===== src/rtl/core/sps_pkg.sv =====
// ----------------------------------------------------------------------------
// sps_pkg: shared types and constants of the stepper position sequencer
// Command codes, position width, register map and coil step tables.
// ----------------------------------------------------------------------------
`default_nettype none

package sps_pkg;

  // Width of the shared position and target registers (8 .. 32).
  localparam int unsigned POSITION_BITS = 16;

  // Width of the amount and reported position fields.
  localparam int unsigned FIELD_BITS = 16;

  // Configuration port.
  localparam int unsigned ADDR_BITS = 3;
  localparam int unsigned DATA_BITS = 32;
  localparam logic        REG_HALF_STEP_MODE = 1'b0;  // register index, paddr[2]

  typedef logic signed [POSITION_BITS-1:0] pos_t;
  typedef logic [3:0] coil_t;

  typedef enum logic [2:0] {
    OP_TICK    = 3'd0,
    OP_MOVE_BY = 3'd1,
    OP_GO_TO   = 3'd2,
    OP_SET_POS = 3'd3,
    OP_ENABLE  = 3'd4,
    OP_DISABLE = 3'd5
  } op_t;

  // Half-step sequence, indexed by position bits [2:0].
  function automatic coil_t half_step_pattern(input logic [2:0] idx);
    coil_t pat;
    case (idx)
      3'd0:    pat = 4'b0010;
      3'd1:    pat = 4'b1010;
      3'd2:    pat = 4'b1000;
      3'd3:    pat = 4'b1001;
      3'd4:    pat = 4'b0001;
      3'd5:    pat = 4'b0101;
      3'd6:    pat = 4'b0100;
      3'd7:    pat = 4'b0110;
      default: pat = 4'b0000;
    endcase
    return pat;
  endfunction

  // Full-step sequence, indexed by position bits [1:0].
  function automatic coil_t full_step_pattern(input logic [1:0] idx);
    coil_t pat;
    case (idx)
      2'd0:    pat = 4'b0010;
      2'd1:    pat = 4'b1000;
      2'd2:    pat = 4'b0001;
      2'd3:    pat = 4'b0100;
      default: pat = 4'b0000;
    endcase
    return pat;
  endfunction

endpackage

`default_nettype wire


===== src/rtl/core/stepper_position_sequencer_unit.sv =====
// ----------------------------------------------------------------------------
// stepper_position_sequencer_unit: two-motor half/full-step position sequencer
// Command-driven position, target and coil latch control for two steppers.
// ----------------------------------------------------------------------------
// The unit takes one command beat per clock while the result register drains
// and returns one result beat per command: an accepted command is held in the
// input register, then its result lands in the result register. Throughput is
// one command per cycle unless out_ready holds the result register; the update
// of position, target and coil latches is combinational and sits between
// those two registers. Both motors share one position, one target and
// one coil pattern. A tick moves the position one step toward the target and,
// if it moved, enables the drive and relatches the coils from the half-step
// (bits [2:0]) or full-step (bits [1:0]) table; move-by adds to the target
// modulo 2^POSITION_BITS; go-to loads the target; set-position loads both;
// enable latches the coils; disable clears them. Unused opcodes only report
// state. half_step_mode sits at byte address 0 of the APB port, resets to 1 and
// takes effect at the next latch; write it only while no command is in flight.
// ----------------------------------------------------------------------------
`default_nettype none

module stepper_position_sequencer_unit
  import sps_pkg::*;
(
  input  wire                         clk,
  input  wire                         rst,

  // APB-style configuration port
  input  wire                         psel,
  input  wire                         penable,
  input  wire                         pwrite,
  input  wire  [ADDR_BITS-1:0]        paddr,
  input  wire  [DATA_BITS-1:0]        pwdata,
  output logic [DATA_BITS-1:0]        prdata,
  output logic                        pready,

  // command channel
  input  wire                         in_valid,
  output logic                        in_ready,
  input  wire  [2:0]                  opcode,
  input  wire  signed [FIELD_BITS-1:0] amount,

  // result channel
  output logic                        out_valid,
  input  wire                         out_ready,
  output logic [3:0]                  left_coils,
  output logic [3:0]                  right_coils,
  output logic                        enabled_flag,
  output logic                        moving_flag,
  output logic signed [FIELD_BITS-1:0] current_position
);

  // configuration
  logic half_step_mode;

  // input register
  logic                        cmd_valid;
  logic [2:0]                  cmd_opcode;
  logic signed [FIELD_BITS-1:0] cmd_amount;

  // architectural state
  pos_t  position, position_next;
  pos_t  target, target_next;
  logic  drive_on, drive_on_next;
  coil_t left_latch, left_latch_next;
  coil_t right_latch, right_latch_next;

  logic  advance;
  pos_t  amt_ext;
  pos_t  step_pos;
  coil_t pattern;

  // ---------------------------------------------------------------- APB
  assign pready = 1'b1;

  always_ff @(posedge clk) begin
    if (rst) begin
      half_step_mode <= 1'b1;
    end else if (psel && penable && pwrite && pready && paddr[2] == REG_HALF_STEP_MODE) begin
      half_step_mode <= pwdata[0];
    end
  end

  always_comb begin
    prdata = '0;
    if (paddr[2] == REG_HALF_STEP_MODE) begin
      prdata[0] = half_step_mode;
    end
  end

  // ---------------------------------------------------------------- handshake
  // Commit the held command whenever the result register is free or drains.
  assign advance  = cmd_valid && (!out_valid || out_ready);
  assign in_ready = !cmd_valid || advance;

  always_ff @(posedge clk) begin
    if (rst) begin
      cmd_valid <= 1'b0;
    end else if (in_ready) begin
      cmd_valid <= in_valid;
    end
  end

  always_ff @(posedge clk) begin
    if (in_ready && in_valid) begin
      cmd_opcode <= opcode;
      cmd_amount <= amount;
    end
  end

  // ---------------------------------------------------------------- update
  // Sign-extend (or wrap) the amount to the position width.
  assign amt_ext = POSITION_BITS'(cmd_amount);

  // One step toward the target; only used when position differs from target.
  assign step_pos = (position > target) ? position - pos_t'(1) : position + pos_t'(1);

  // Coil pattern for the position being latched.
  always_comb begin
    pos_t latch_pos;
    latch_pos = (op_t'(cmd_opcode) == OP_TICK) ? step_pos : position;
    if (half_step_mode) begin
      pattern = half_step_pattern(latch_pos[2:0]);
    end else begin
      pattern = full_step_pattern(latch_pos[1:0]);
    end
  end

  always_comb begin
    position_next    = position;
    target_next      = target;
    drive_on_next    = drive_on;
    left_latch_next  = left_latch;
    right_latch_next = right_latch;
    case (op_t'(cmd_opcode))
      OP_TICK: begin
        if (position != target) begin
          position_next    = step_pos;
          drive_on_next    = 1'b1;
          left_latch_next  = pattern;
          right_latch_next = pattern;
        end
      end
      OP_MOVE_BY: begin
        target_next = target + amt_ext;
      end
      OP_GO_TO: begin
        target_next = amt_ext;
      end
      OP_SET_POS: begin
        target_next   = amt_ext;
        position_next = amt_ext;
      end
      OP_ENABLE: begin
        drive_on_next    = 1'b1;
        left_latch_next  = pattern;
        right_latch_next = pattern;
      end
      OP_DISABLE: begin
        drive_on_next    = 1'b0;
        left_latch_next  = '0;
        right_latch_next = '0;
      end
      default: begin
        // unused opcodes: report state only
      end
    endcase
  end

  always_ff @(posedge clk) begin
    if (rst) begin
      position    <= '0;
      target      <= '0;
      drive_on    <= 1'b0;
      left_latch  <= '0;
      right_latch <= '0;
    end else if (advance) begin
      position    <= position_next;
      target      <= target_next;
      drive_on    <= drive_on_next;
      left_latch  <= left_latch_next;
      right_latch <= right_latch_next;
    end
  end

  // ---------------------------------------------------------------- result
  always_ff @(posedge clk) begin
    if (rst) begin
      out_valid <= 1'b0;
    end else if (advance) begin
      out_valid <= 1'b1;
    end else if (out_ready) begin
      out_valid <= 1'b0;
    end
  end

  // Report the low field bits of the position, zero-filled if narrower.
  always_ff @(posedge clk) begin
    if (advance) begin
      left_coils       <= left_latch_next;
      right_coils      <= right_latch_next;
      enabled_flag     <= drive_on_next;
      moving_flag      <= (position_next != target_next);
      current_position <= FIELD_BITS'(unsigned'(position_next));
    end
  end

endmodule

`default_nettype wire


===== config.mk =====
export PLATFORM = sky130hd
export DESIGN_NAME = stepper_position_sequencer_unit
export DESIGN_NICKNAME = d
export VERILOG_FILES = /design/src/rtl/core/sps_pkg.sv /design/src/rtl/core/stepper_position_sequencer_unit.sv
export SDC_FILE = /design/constraint.sdc
export NUM_CORES = 1
export LEC_CHECK = 0
export BUFFER_PORTS_ARGS = -buffer_cell sky130_fd_sc_hd__buf_2
export CELL_PAD_IN_SITES_DETAIL_PLACEMENT = 1
export CELL_PAD_IN_SITES_GLOBAL_PLACEMENT = 1
export CORE_MARGIN = 5
export CORE_UTILIZATION = 45
export DETAILED_ROUTE_END_ITERATION = 12
export PLACE_DENSITY_LB_ADDON = 0.1
export SKIP_LAST_GASP = 1
export SYNTH_ARGS = -nofsm -noshare
export SYNTH_HDL_FRONTEND = slang
export SYNTH_SLANG_ARGS = --single-unit

===== constraint.sdc =====
create_clock -name clk -period 12.1 [get_ports clk]
set_input_delay 0 -clock clk [delete_from_list [all_inputs] [get_ports clk]]
set_output_delay 0 -clock clk [all_outputs]
set_load 0.005 [all_outputs]

After elaboration in Yosys (flattened, before gate mapping)
Memory sizes are Yosys's and may differ from the RTL's.
Index checks and enable logic that the tools add are counted.
{"block": "totals", "register_bits": 89, "latchBits": 0, "mem_bits_rw": 0, "mem_bits_ro": 32, "in_bits": 61, "out_inout_bits": 61, "word_cells": 60, "memories": 1}
{"name": "(name not given)", "depth": 8, "width": 4, "read_ports": 1, "rd_ports_with_merged_regs": 0, "write_ports": 0, "line_no": "sps_pkg.sv:35", "rtl": "case (idx)"}
{"block": "classes", "addsub": 3, "mul": 0, "div": 0, "n_lt_le_gt_ge": 1, "eq_ne": 10, "shifts": 0, "mux": 16, "n_bitwise": 1, "reduce_logical": 13}
{"operator": "one-hot mux 16 bit (2 select lines)", "count": 2}
{"operator": "two-way mux 16 bit", "count": 2}
{"operator": "inequality test 16 bit", "count": 2}
{"operator": "one-hot mux 4 bit (3 select lines)", "count": 2}
{"operator": "adder 16 bit", "count": 1}
{"operator": "adder 16 x 2 -> 16 bit, second input constant", "count": 1}
{"operator": "> comparator 16 bit", "count": 1}
{"operator": "one-hot mux 4 bit (4 select lines)", "count": 1}
{"operator": "subtractor 16 x 2 -> 16 bit, second input constant", "count": 1}
{"operator": "two-way mux 4 bit", "count": 3}
{"operator": "equality test 3 x 2 -> 1 bit, second input constant", "count": 2}
{"operator": "equality test 3 bit, second input constant", "count": 2}
{"operator": "logical AND 1 bit", "count": 5}
{"operator": "equality test 2 bit, second input constant", "count": 2}
{"operator": "two-way mux 1 bit", "count": 4}
{"operator": "equality test 3 x 1 -> 1 bit, second input constant", "count": 1}
{"operator": "logical NOT 3 bit", "count": 1}
{"operator": "two-way mux 3 bit", "count": 1}
{"operator": "one-hot mux 1 bit (3 select lines)", "count": 1}
{"operator": "equality test 2 x 1 -> 1 bit, second input constant", "count": 1}
{"operator": "logical NOT 1 bit", "count": 2}
{"operator": "logical NOT 2 bit", "count": 1}
{"operator": "logical OR 1 bit", "count": 2}
{"operator": "nonzero test 2 bit", "count": 1}
{"operator": "other kinds (2)", "count": 2}

Longest topological paths before layout
Gate-level depths: netlist (run 1).
{"block": "depth", "depth_word": 8, "mapped_depth": 19, "depth_no_buf": 18}

Worst setup path after synthesis (run 1)
Ideal clock, no wire load.
{"block": "synth_timing", "path_type": "reg-to-reg", "startpoint": "reg position[0]", "endpoint": "reg moving_flag, data pin", "setup_ns": 0.275, "arrival_time_ns": 4.095, "required_time_ns": 11.825, "path_slack_ns": 7.730, "stages_incl_launch_ff": 17, "path_buffers": 1, "path_cell_list": "dfxtp_1 -> clkbuf_1 -> inv_1 -> ha_1 -> nand4_1 -> or4_4 -> and2_2 -> ha_1 -> a211oi_1 -> o21ai_0 -> a21oi_2 -> o211ai_1 -> a41oi_1 -> xor2_1 -> o211a_1 -> a2111oi_0 -> o2111ai_1"}
{"block": "synth_between", "elab_chain_cells": 5, "word_cells_on_any_way": 8}
{"item": "start, declared", "line_no": "stepper_position_sequencer_unit.sv:61", "rtl": "pos_t position, position_next;"}
{"item": "start signal, assigned", "line_no": "stepper_position_sequencer_unit.sv:177", "rtl": "position <= position_next;"}
{"item": "adder 16 x 2 -> 16 bit, or another cell as far along", "line_no": "stepper_position_sequencer_unit.sv:115", "rtl": "assign step_pos = (position > target) ? position - pos_t'(1) : position + pos_t'(1);"}
{"item": "two-way mux 16 bit", "line_no": "stepper_position_sequencer_unit.sv:115"}
{"item": "two-way mux 16 bit", "line_no": "stepper_position_sequencer_unit.sv:136", "rtl": "if (position != target) begin"}
{"item": "one-hot mux 16 bit (2 select lines) *", "line_no": "stepper_position_sequencer_unit.sv:134", "rtl": "case (op_t'(cmd_opcode))"}
{"item": "inequality test 16 bit *", "line_no": "stepper_position_sequencer_unit.sv:202", "rtl": "moving_flag <= (position_next != target_next);"}
{"item": "end signal, assigned", "line_no": "stepper_position_sequencer_unit.sv:202"}
{"item": "end, declared", "line_no": "stepper_position_sequencer_unit.sv:48", "rtl": "output logic moving_flag,"}
Mark *: on every way between the ends. The rest lies on a longest branch, timed or not.
A chain may end at the register's enable or synchronous reset.

Worst setup path in the final report (run 1)
Same ends and word-level chain as after synthesis.

==> results.json, run 1 <==
{
  "outcome": "complete, no violations",
  "firstDrtPassIters": 5,
  "grt_max_degree": 45,
  "drc": 0,
  "worstPathMaxFanout": 15,
  "area_growth_syn_to_layout_pct": 12.53,
  "worst_slew_pin_slew_ns": 0.9639,
  "p_leak_nw": 2.835,
  "vias_per_cell": 5.797,
  "drive_gt1_frac": 0.1348,
  "die_width_um": 126.9,
  "clockBufferDepth": 2,
  "antenna_found_initial": 0,
  "clk_pin_slew_ns": 0.06,
  "num_rows": 42,
  "cts.sinks": 89,
  "ys_ff_latch": 89,
  "cp.required_ns": 12.18,
  "fin_crit_sh": 0.4373,
  "dp_cells": 902,
  "wire_per_inst_um": 19.06,
  "vias": 5449,
  "ios": 122,
  "n_fill_cell": 1606,
  "min_path_cells": 3,
  "synth_top_area_share": 0.2197,
  "ir_drop_mv": 0.05259,
  "antenna_left": 0,
  "place_ws_ns": 6.889,
  "fin_cells": 940,
  "htree_levels": 3,
  "synth_edf_count": 45,
  "cts_buffers": 9,
  "synth_area_um2": 6150,
  "finalSetupTns_ns": 0,
  "synth_warnings": 0,
  "endpoint_kind": "flop",
  "finalHoldViolations": 0,
  "holdWs_ns": 0.009054,
  "rsz0062_at_grt": "no",
  "hpwl_um": 13500,
  "initial_core_util": 0.4607,
  "clock_skew_ns": 0.007140,
  "syn_inst": 693,
  "worst_ep_arrival_time_ns": 5.38,
  "coreArea_um2": 13350,
  "critical_path_class": "flop to flop",
  "critPathLaunchType": "flop",
  "maxCapViolCount": 0,
  "synthTopCellsByArea": "edfxtp_1, dfxtp_1, ha_1",
  "async_flop_share": 0,
  "synth_cell_type_count": 79,
  "power_density_nw_per_um2": 132.5,
  "grt_pass1_vias": 5701,
  "postSynthAreaPerCell_um2": 8.874,
  "clkLatencyLatePin_ns": 0.35,
  "nNetsFinal": 867,
  "max_slew_margin": 0.3550,
  "yosysSeqAreaShare": 0.3630,
  "ctsRootBufferMaster": "clkbuf_16",
  "slew_violations": 0,
  "finalSetupViolCount": 0,
  "die-area_um2": 16100,
  "place_area_um2": 6432,
  "portBuffers": 56,
  "synth_top_area_cell": "edfxtp_1",
  "synth_ff_type": "edfxtp_1",
  "min_period_ns": 5.292,
  "grt.overflow.total": 0,
  "grt_pass1_wl_um": 29660,
  "layout_setup_ws_ns": 6.808,
  "cts_tree": "built",
  "hold_class": "primary input to flop",
  "die_y_um": 126.9,
  "timing.fmax_mhz": 189.0,
  "final_area_um2": 6920,
  "drt_wl_total_um": 17920,
  "drt_iter0_markers": 319,
  "track_usage": 0.2292,
  "diodes": 0,
  "gp_congestion": 0.8759,
  "ff2ff_path_depth": 18
}
-- flip-flops by register name, summed over array words and instances, names as in the netlist --
register          cells
amt_ext              16
current_position     16
position             16
target               16
left_coils            4
left_latch            4
right_coils           4
right_latch           4
cmd_opcode            3
cmd_valid             1
drive_on              1
enabled_flag          1
half_step_mode        1
moving_flag           1
out_valid             1
-- cells in the mapped netlist (all sizes together) (3+ instances only) --
| master | number |
|---|---|
| nor2 | 71 |
| nand2 | 64 |
| a21oi | 48 |
| edfxtp | 45 |
| ha | 45 |
| dfxtp | 44 |
| o21ai | 37 |
| buf | 36 |
| inv | 32 |
| nor3 | 28 |
| a211oi | 26 |
| clkbuf | 22 |
| a21o | 18 |
| xnor2 | 16 |
| xor2 | 13 |
| a31oi | 11 |
| a22oi | 9 |
| and3 | 8 |
| nand4 | 7 |
| o21a | 7 |
| o22ai | 7 |
| nand3 | 6 |
| nor2b | 6 |
| o211ai | 6 |
| nor4 | 5 |
| o31ai | 5 |
| a222oi | 4 |
| nand4b | 4 |
| o21bai | 4 |
| or2 | 4 |
| a2111oi | 3 |
| a311oi | 3 |
| and2 | 3 |
| nand2b | 3 |
| o2111ai | 3 |
| o31a | 3 |
-- routing by layer --
metal	GRT usage	part of all wire	vias to the layer above
met5	0	0	-
met4	0.06625	0.014	0
met3	0.02732	0.049	16
met2	0.3948	0.48	121
met1	0.3030	0.45	2667
li1	-	-	2645
-- stage by stage --
stage          power (mW)    util
2_1_floorplan      0.5797       -
3_3_place_gp       0.6340  0.4819
3_5_place_dp       0.6493  0.4819
4_1_cts            0.9186  0.5185
5_1_grt            0.9703  0.5185
6_report           0.9171  0.5185
-- report_power, final --
part / internal, mW / switching, mW / total (mW)
Sequential: 0.337 / 0.0182 / 0.356
Combinational: 0.115 / 0.183 / 0.299
Clock: 0.144 / 0.119 / 0.263
-- path summary, 6_finish.rpt --
kind                                   start  slack (ns)                          end
setup / recovery    position[0]$_SDFFE_PP0P_        6.81        moving_flag$_DFFE_PP_
hold / removal                        pwrite       0.009  half_step_mode$_SDFFE_PP1P_
setup reg to reg    position[0]$_SDFFE_PP0P_        6.81        moving_flag$_DFFE_PP_
hold reg to reg   left_latch[1]$_SDFFE_PP0P_        0.46   left_latch[1]$_SDFFE_PP0P_
-- worst max-delay path, cell delays in order (launching register included) --
cell and delay [ns]:
dfxtp_1 0.57, inv_1 0.23, ha_1 0.25, nor2b_1 0.12, o21a_1 0.13, o21a_1 0.11, o21ai_0 0.11, a31oi_1 0.35
and2_2 0.44, ha_1 0.32, a211oi_1 0.38, o21ai_0 0.18, a21oi_2 0.29, o211ai_1 0.17, a41oi_1 0.32, xor2_1 0.13
o211a_1 0.26, a2111oi_0 0.49, o2111ai_1 0.16
-- cells by family after synthesis --
| logic type | count (synthesis) | synth area share |
|---|---|---|
| AOI/OAI and AO/OA | 217 | 0.2437 |
| xor gates and xnor gates | 29 | 0.04130 |
| adders and majority gates | 47 | 0.09807 |
| buffers and inverters | 90 | 0.07935 |
| DFF | 89 | 0.3630 |
| muxes | 1 | 0.001628 |
| other | 2 | 0.001221 |
| and+or+nand+nor | 218 | 0.1717 |
-- layout make-up --
class / count / area (um^2) / share of cell area
multi-input cells: 544 / 3542 / 0.5118
repair buffers: 83 / 538.0 / 0.07774
clock buffers: 12 / 246.5 / 0.03562
inverters: 32 / 120.1 / 0.01736
flip-flops and latches: 89 / 2232 / 0.3225
clock inverters: 4 / 21.27 / 0.003074
well taps: 176 / 220.2 / 0.03182
-- what timing repair did --
| action | CTS | global route |
|---|---|---|
| gates resized for setup | 0 | 0 |
| setup buffers | 0 | 0 |
| hold endpoints to repair | 22 | 0 |
| hold buffers | 22 | 0 |
| endpoints found under the setup margin | 0 | 0 |
-- cell usage in the layout, fill, tap and decap left out, types with 7 or more instances in the layout --
master and n:
xnor2_1 16, dlygate4sd3_1 22, clkbuf_16 9, nor2_1 69
nand2_1 64, a22oi_1 9, dfxtp_1 44, inv_1 31
o22ai_1 7, ha_1 45, o21ai_0 34, edfxtp_1 45
buf_2 56, xor2_1 13, a31oi_1 11, nor3_1 27
conb_1 32, o21a_1 7, a21oi_1 46, a21o_1 17
a211oi_1 24
No activity file was read; power rests on OpenSTA's default activity.
==> run 2: changes to the inputs <==
- CORE_UTILIZATION: 45 -> 42
- clock period: 12.1 -> 5.4 ns (I/O delays scaled with it)
==> run 2 against run 1 <==
Against the previous run:
- first-iteration DRC count fell by 6.6%
- utilization down 3.4 points
- power grew 130%
- maximum frequency rose by 4.9%
- worst hold slack improved by 0.0023 ns
- critical endpoint unchanged
- largest cell class unchanged
==> results.json, run 2 (synthesis results as in run 1) <==
{
  "portBuffers": 56,
  "grt_pass1_wl_um": 29530,
  "path_depth": 18,
  "cp.required_ns": 5.49,
  "maxCapViolCount": 0,
  "p_leak_nw": 2.863,
  "die-area_um2": 17160,
  "cts_buffers": 9,
  "power_mw": 2.071,
  "vias": 5500,
  "ir_drop_mv": 0.1523,
  "drc": 0,
  "rsz0062_at_grt": "no",
  "layout_commonest_cell": "nor2_1",
  "r2r_slack_ns": 0.36,
  "grt.overflow.total": 0,
  "drt_wl_total_um": 18170,
  "ctsRootBufferMaster": "clkbuf_16",
  "crit_end": "moving_flag$_DFFE_PP_",
  "die_y_um": 131.0,
  "drive_gt1_frac": 0.1466,
  "antenna_left": 0,
  "hold_class": "primary input to flop",
  "path_buf_inv": 1,
  "critPathLaunchType": "flop",
  "diodes": 0,
  "max_stage_delay_ns": 0.44,
  "die_width_um": 131.0,
  "slew_violations": 0,
  "min_period_ns": 5.044,
  "outcome": "complete, no violations",
  "hpwl_um": 13660,
  "worst_ep_arrival_time_ns": 5.13,
  "max_slew_margin": 0.3887,
  "worstPathMaxFanout": 15,
  "place_area_um2": 6495,
  "num_rows": 44,
  "grt_pass1_vias": 5675,
  "clk_pin_slew_ns": 0.07,
  "path_cells": "inv_1, ha_1, nor2b_1, o21a_1, o21a_1, o21ai_0, a31oi_1, and2_2, ha_1, o21ai_0, o21a_1, nor4_1, nor3_1, xor2_1, a21oi_1, xnor2_1, nor4_2, o2111ai_1",
  "crit_start": "target[1]$_SDFFE_PP0P_",
  "ios": 122,
  "firstDrtPassIters": 5,
  "nNetsFinal": 874,
  "clkLatencyLatePin_ns": 0.36,
  "power_density_nw_per_um2": 296.1,
  "min_path_cells": 3,
  "crit_family": "compound AO/OA/AOI/OAI gates",
  "finalHoldViolations": 0,
  "mostFrequentLayoutCells": "nor2_1, nand2_1, buf_2",
  "area_growth_syn_to_layout_pct": 13.71,
  "ff2ff_path_depth": 18,
  "regToRegStartpoint": "target[1]$_SDFFE_PP0P_",
  "track_usage": 0.2198,
  "vias_per_cell": 5.759,
  "critical_path_class": "flop to flop",
  "postCtsSetupBuffers": 0,
  "antenna_found_initial": 0,
  "wire_per_inst_um": 19.02,
  "initial_core_util": 0.4264,
  "cts.sinks": 89,
  "clockBufferDepth": 2,
  "final_area_um2": 6993,
  "gp_congestion": 0.8975,
  "worst_slew_pin_slew_ns": 0.9170,
  "grt_max_degree": 45,
  "cts_tree": "built",
  "clock_skew_ns": 0.009221,
  "r2r-end": "moving_flag$_DFFE_PP_",
  "finalSetupViolCount": 0,
  "drt_iter0_markers": 298,
  "coreArea_um2": 14420,
  "timing.fmax_mhz": 198.3,
  "htree_levels": 3,
  "endpoint_kind": "flop",
  "fin_crit_sh": 0.9340,
  "finalSetupTns_ns": 0,
  "crit_slowest_cell": "nor4_1",
  "cpMostUsedCell": "o21a_1"
}
-- run 2: changes by cell type in the layout (fill, tap and decap cells not counted), sizes merged --
| cell | before | now |
|---|---|---|
| clkinv | 3 | 1 |
| clkbuf | 12 | 10 |
| buf | 61 | 68 |
| inv | 32 | 33 |
| clkinvlp | 1 | 4 |
-- run 2: how the worst min path moves through the flow --
stage	from	end	slack, ns
3_5_place_dp	amount[4]	amt_ext[4]$_DFFE_PP_	0.18
5_1_grt	pwrite	half_step_mode$_SDFFE_PP1P_	0.02
6_report	psel	half_step_mode$_SDFFE_PP1P_	0.01
4_1_cts	pwrite	half_step_mode$_SDFFE_PP1P_	0.003
2_1_floorplan	paddr[2]	prdata[0]	0.03
3_3_place_gp	amount[13]	amt_ext[13]$_DFFE_PP_	0.18
-- run 2: area by class of cell --
type                       count  area, um^2
clock inverter                 6       43.79
clock buffer                  10       229.0
fill                        1716        7431
tap                          184       230.2
multi-input combinational    544        3547
sequential                    89        2232
inverter                      32       120.1
timing repair buffer          90       590.6
-- run 2: power breakdown --
group	switching, mW	internal, mW
clock	0.282	0.313
combinational	0.414	0.267
sequential	0.0388	0.756
-- run 2: metal layers --
layer,part of all wire,up-vias,wire length [um],track usage
li1,-,2664,-,-
met1,0.47,2704,8590,0.2920
met2,0.47,108,8604,0.3668
met3,0.035,24,628,0.03049
met4,0.019,0,341,0.07623
met5,0,-,0,0
-- run 2: worst min-delay path: stages --
cell      delay [ns]
buf_2           0.10
nand4b_1        0.12
a211o_1         0.13
-- run 2: timing repair --
| action | CTS | global route |
|---|---|---|
| endpoints found under the setup margin | 0 | 1 |
| gates resized for setup | 0 | 2 |
| endpoints found under the hold margin | 22 | 0 |
| hold buffers | 22 | 0 |
-- run 2: per-stage QoR --
step / cells / hold slack (ns) / setup WS (ns) / util
2_1_floorplan: 723 / 0.03023 / 1.031 / -
3_3_place_gp: 917 / 0.1765 / 0.4944 / 0.4503
3_5_place_dp: 917 / 0.1787 / 0.3882 / 0.4503
4_1_cts: 955 / 0.002859 / 0.3590 / 0.4845
5_1_grt: 955 / 0.02258 / 0.02490 / 0.4848
6_report: 955 / 0.01138 / 0.3565 / 0.4848
==> run 3: changes to the inputs <==
- ABC_AREA: unset -> 1
- CORE_UTILIZATION: 42 -> 40
==> run 3 against run 2 <==
Against the previous run:
- combinational power is 13% higher
- clock-buffer cell count is 1 lower
- register-to-register slack better by 0.84 ns
- cell area is 11% higher
- critical endpoint unchanged
- worst hold slack better by 0.15 ns
- highest routed layer unchanged
- synthesized cell count is 48% higher
- sequential power is 2% higher
==> results.json, run 3 <==
{
  "outcome": "complete, no violations",
  "async_flop_share": 0,
  "coreArea_um2": 17120,
  "crit_family": "simple AND/OR/NAND/NOR gates",
  "crit_start": "target[15]$_SDFFE_PP0P_",
  "initial_core_util": 0.4031,
  "max_stage_delay_ns": 0.41,
  "drt_wl_total_um": 20840,
  "clock_skew_ns": 0.009942,
  "synth_top_area_cell": "edfxtp_1",
  "power_density_nw_per_um2": 288.7,
  "portBuffers": 56,
  "layout_commonest_cell": "nand2_1",
  "vias": 6688,
  "pwr-share-seq": 0.359,
  "postSynthAreaPerCell_um2": 6.718,
  "p_leak_nw": 4.016,
  "num_rows": 48,
  "path_buf_inv": 3,
  "yosysMostFrequentCell": "nand2_1",
  "p_switching_uw": 855.8,
  "fin_crit_sh": 0.7777,
  "p_comb_frac": 0.343,
  "synth_area_um2": 6899,
  "finalSetupTns_ns": 0,
  "synthTopCellsByArea": "edfxtp_1, nand2_1, dfxtp_1",
  "cts.repair.resized": 0,
  "antenna_found_initial": 0,
  "pwr-share-clk": 0.298,
  "synth_top_area_share": 0.1959,
  "min_period_ns": 4.200,
  "diodes": 0,
  "area_growth_syn_to_layout_pct": 12.97,
  "finalSetupViolCount": 0,
  "gp_congestion": 0.8057,
  "ir_drop_mv": 0.1450,
  "grt_max_degree": 52,
  "nNetsFinal": 1203,
  "die_y_um": 141.3,
  "synth_cell_type_count": 37,
  "hold_class": "primary input to flop",
  "clk_pin_slew_ns": 0.07,
  "cpMostUsedCell": "nand2_1",
  "finalHoldViolations": 0,
  "synth_ff_type": "edfxtp_1",
  "r2r_slack_ns": 1.20,
  "yosysSeqAreaShare": 0.3235,
  "worst_slew_pin_slew_ns": 1.068,
  "n_fill_cell": 2277,
  "critical_path_class": "flop to flop",
  "synthTopCellsByCount": "nand2_1, inv_1, a21oi_1",
  "slew_violations": 0,
  "cp.required_ns": 5.50,
  "syn_inst": 1027,
  "mostFrequentLayoutCells": "nand2_1, inv_1, a21oi_1",
  "maxCapViolCount": 0,
  "die_width_um": 141.3,
  "fin_cells": 1325,
  "clkLatencyLatePin_ns": 0.36,
  "drive_gt1_frac": 0.08818,
  "sw_frac_of_total": 0.3804,
  "synth_edf_count": 45,
  "grt_pass1_vias": 6613,
  "firstDrtPassIters": 4,
  "endpoint_kind": "flop",
  "antenna_left": 0,
  "die-area_um2": 19970,
  "ios": 122,
  "synth_warnings": 0,
  "vias_per_cell": 5.048,
  "cts.sinks": 89,
  "dp_cells": 1284,
  "wire_per_inst_um": 15.73,
  "hpwl_um": 16230,
  "worst_ep_arrival_time_ns": 4.30,
  "grt.overflow.total": 0,
  "timing.fmax_mhz": 238.1,
  "regToRegStartpoint": "target[15]$_SDFFE_PP0P_",
  "cts_tree": "built",
  "clockBufferDepth": 2,
  "multiInputGateArea_um2": 3864,
  "intPower_mw": 1.394,
  "htree_levels": 3,
  "layout_setup_ws_ns": 1.200,
  "grt_pass1_wl_um": 33920,
  "worstHoldStart": "rst",
  "ctsRootBufferMaster": "clkbuf_16",
  "drt_iter0_markers": 375,
  "place_ws_ns": 1.163,
  "crit_slowest_cell": "dfxtp_1",
  "cts_buffers": 9,
  "ys_ff_latch": 89,
  "drc": 0,
  "critPathLaunchType": "flop",
  "max_slew_margin": 0.2853,
  "worstPathMaxFanout": 15,
  "rsz0062_at_grt": "no",
  "seq_area_um2": 2232,
  "track_usage": 0.2118
}
-- run 3: cell families (layout without fill, tap and decap cells) --
logic type,Yosys count,after routing,synth area share
buffers and inverters,205,248,0.1328
xor gates and xnor gates,3,3,0.003809
DFF,89,89,0.3235
and+or+nand+nor,480,480,0.2947
adders and majority gates,47,47,0.08741
AOI/OAI and AO/OA,201,201,0.1567
other,2,32,0.001089
-- run 3: through the flow --
| step | area, um^2 | hold WS, ns | power, mW | util |
|---|---|---|---|---|
| floorplan | 7012 | 0.03110 | 1.386 | - |
| global placement | 7239 | 0.1762 | 1.560 | 0.4230 |
| detailed placement | 7239 | 0.1784 | 1.581 | 0.4230 |
| CTS | 7794 | 0.1527 | 2.272 | 0.4553 |
| global route | 7794 | 0.1531 | 2.418 | 0.4553 |
| finish | 7794 | 0.1566 | 2.250 | 0.4553 |
-- run 3: what timing repair did --
action / in CTS / in global routing
setup buffers: 0 / 0
hold endpoints to repair: 22 / 0
hold buffers: 25 / 0
-- run 3: cell type report --
type | count | area share
clock inverters | 7 | 0.01011
multi-input cells | 763 | 0.4957
flip-flops and latches | 89 | 0.2864
clock buffers | 9 | 0.02890
well taps | 225 | 0.03612
repair buffers | 85 | 0.07192
inverters | 147 | 0.07080
-- run 3: final timing paths --
check,cells past startpoint,end
max,26,moving_flag$_DFFE_PP_
min,4,right_latch[0]$_SDFFE_PP0P_
max reg2reg,26,moving_flag$_DFFE_PP_
min reg2reg,2,out_valid$_SDFFE_PP0P_
-- run 3: power groups by stage --
stage / clock network (mW) / registers [mW] / logic (mW)
after detailed placement: 0 / 0.822 / 0.759
final: 0.671 / 0.807 / 0.772
after floorplan: 0 / 0.805 / 0.581
after CTS: 0.689 / 0.807 / 0.776
after global routing: 0.715 / 0.813 / 0.889
after global placement: 0 / 0.820 / 0.741
-- run 3: layer usage --
metal | GRT usage | vias up | part of all wire
met5 | 0 | - | 0
met2 | 0.3486 | 76 | 0.46
li1 | - | 3447 | -
met1 | 0.2946 | 3151 | 0.50
met3 | 0.02899 | 14 | 0.027
met4 | 0.05252 | 0 | 0.011
-- run 3: worst register-to-register path, delay by kind of cell, from the launching register on --
kind / cells / cell delay (ns)
AOI/OAI and AO/OA: 3 / 0.75
adders and majority gates: 2 / 0.66
and+or+nand+nor: 18 / 1.75
buffers and inverters: 3 / 0.40
DFF: 1 / 0.41
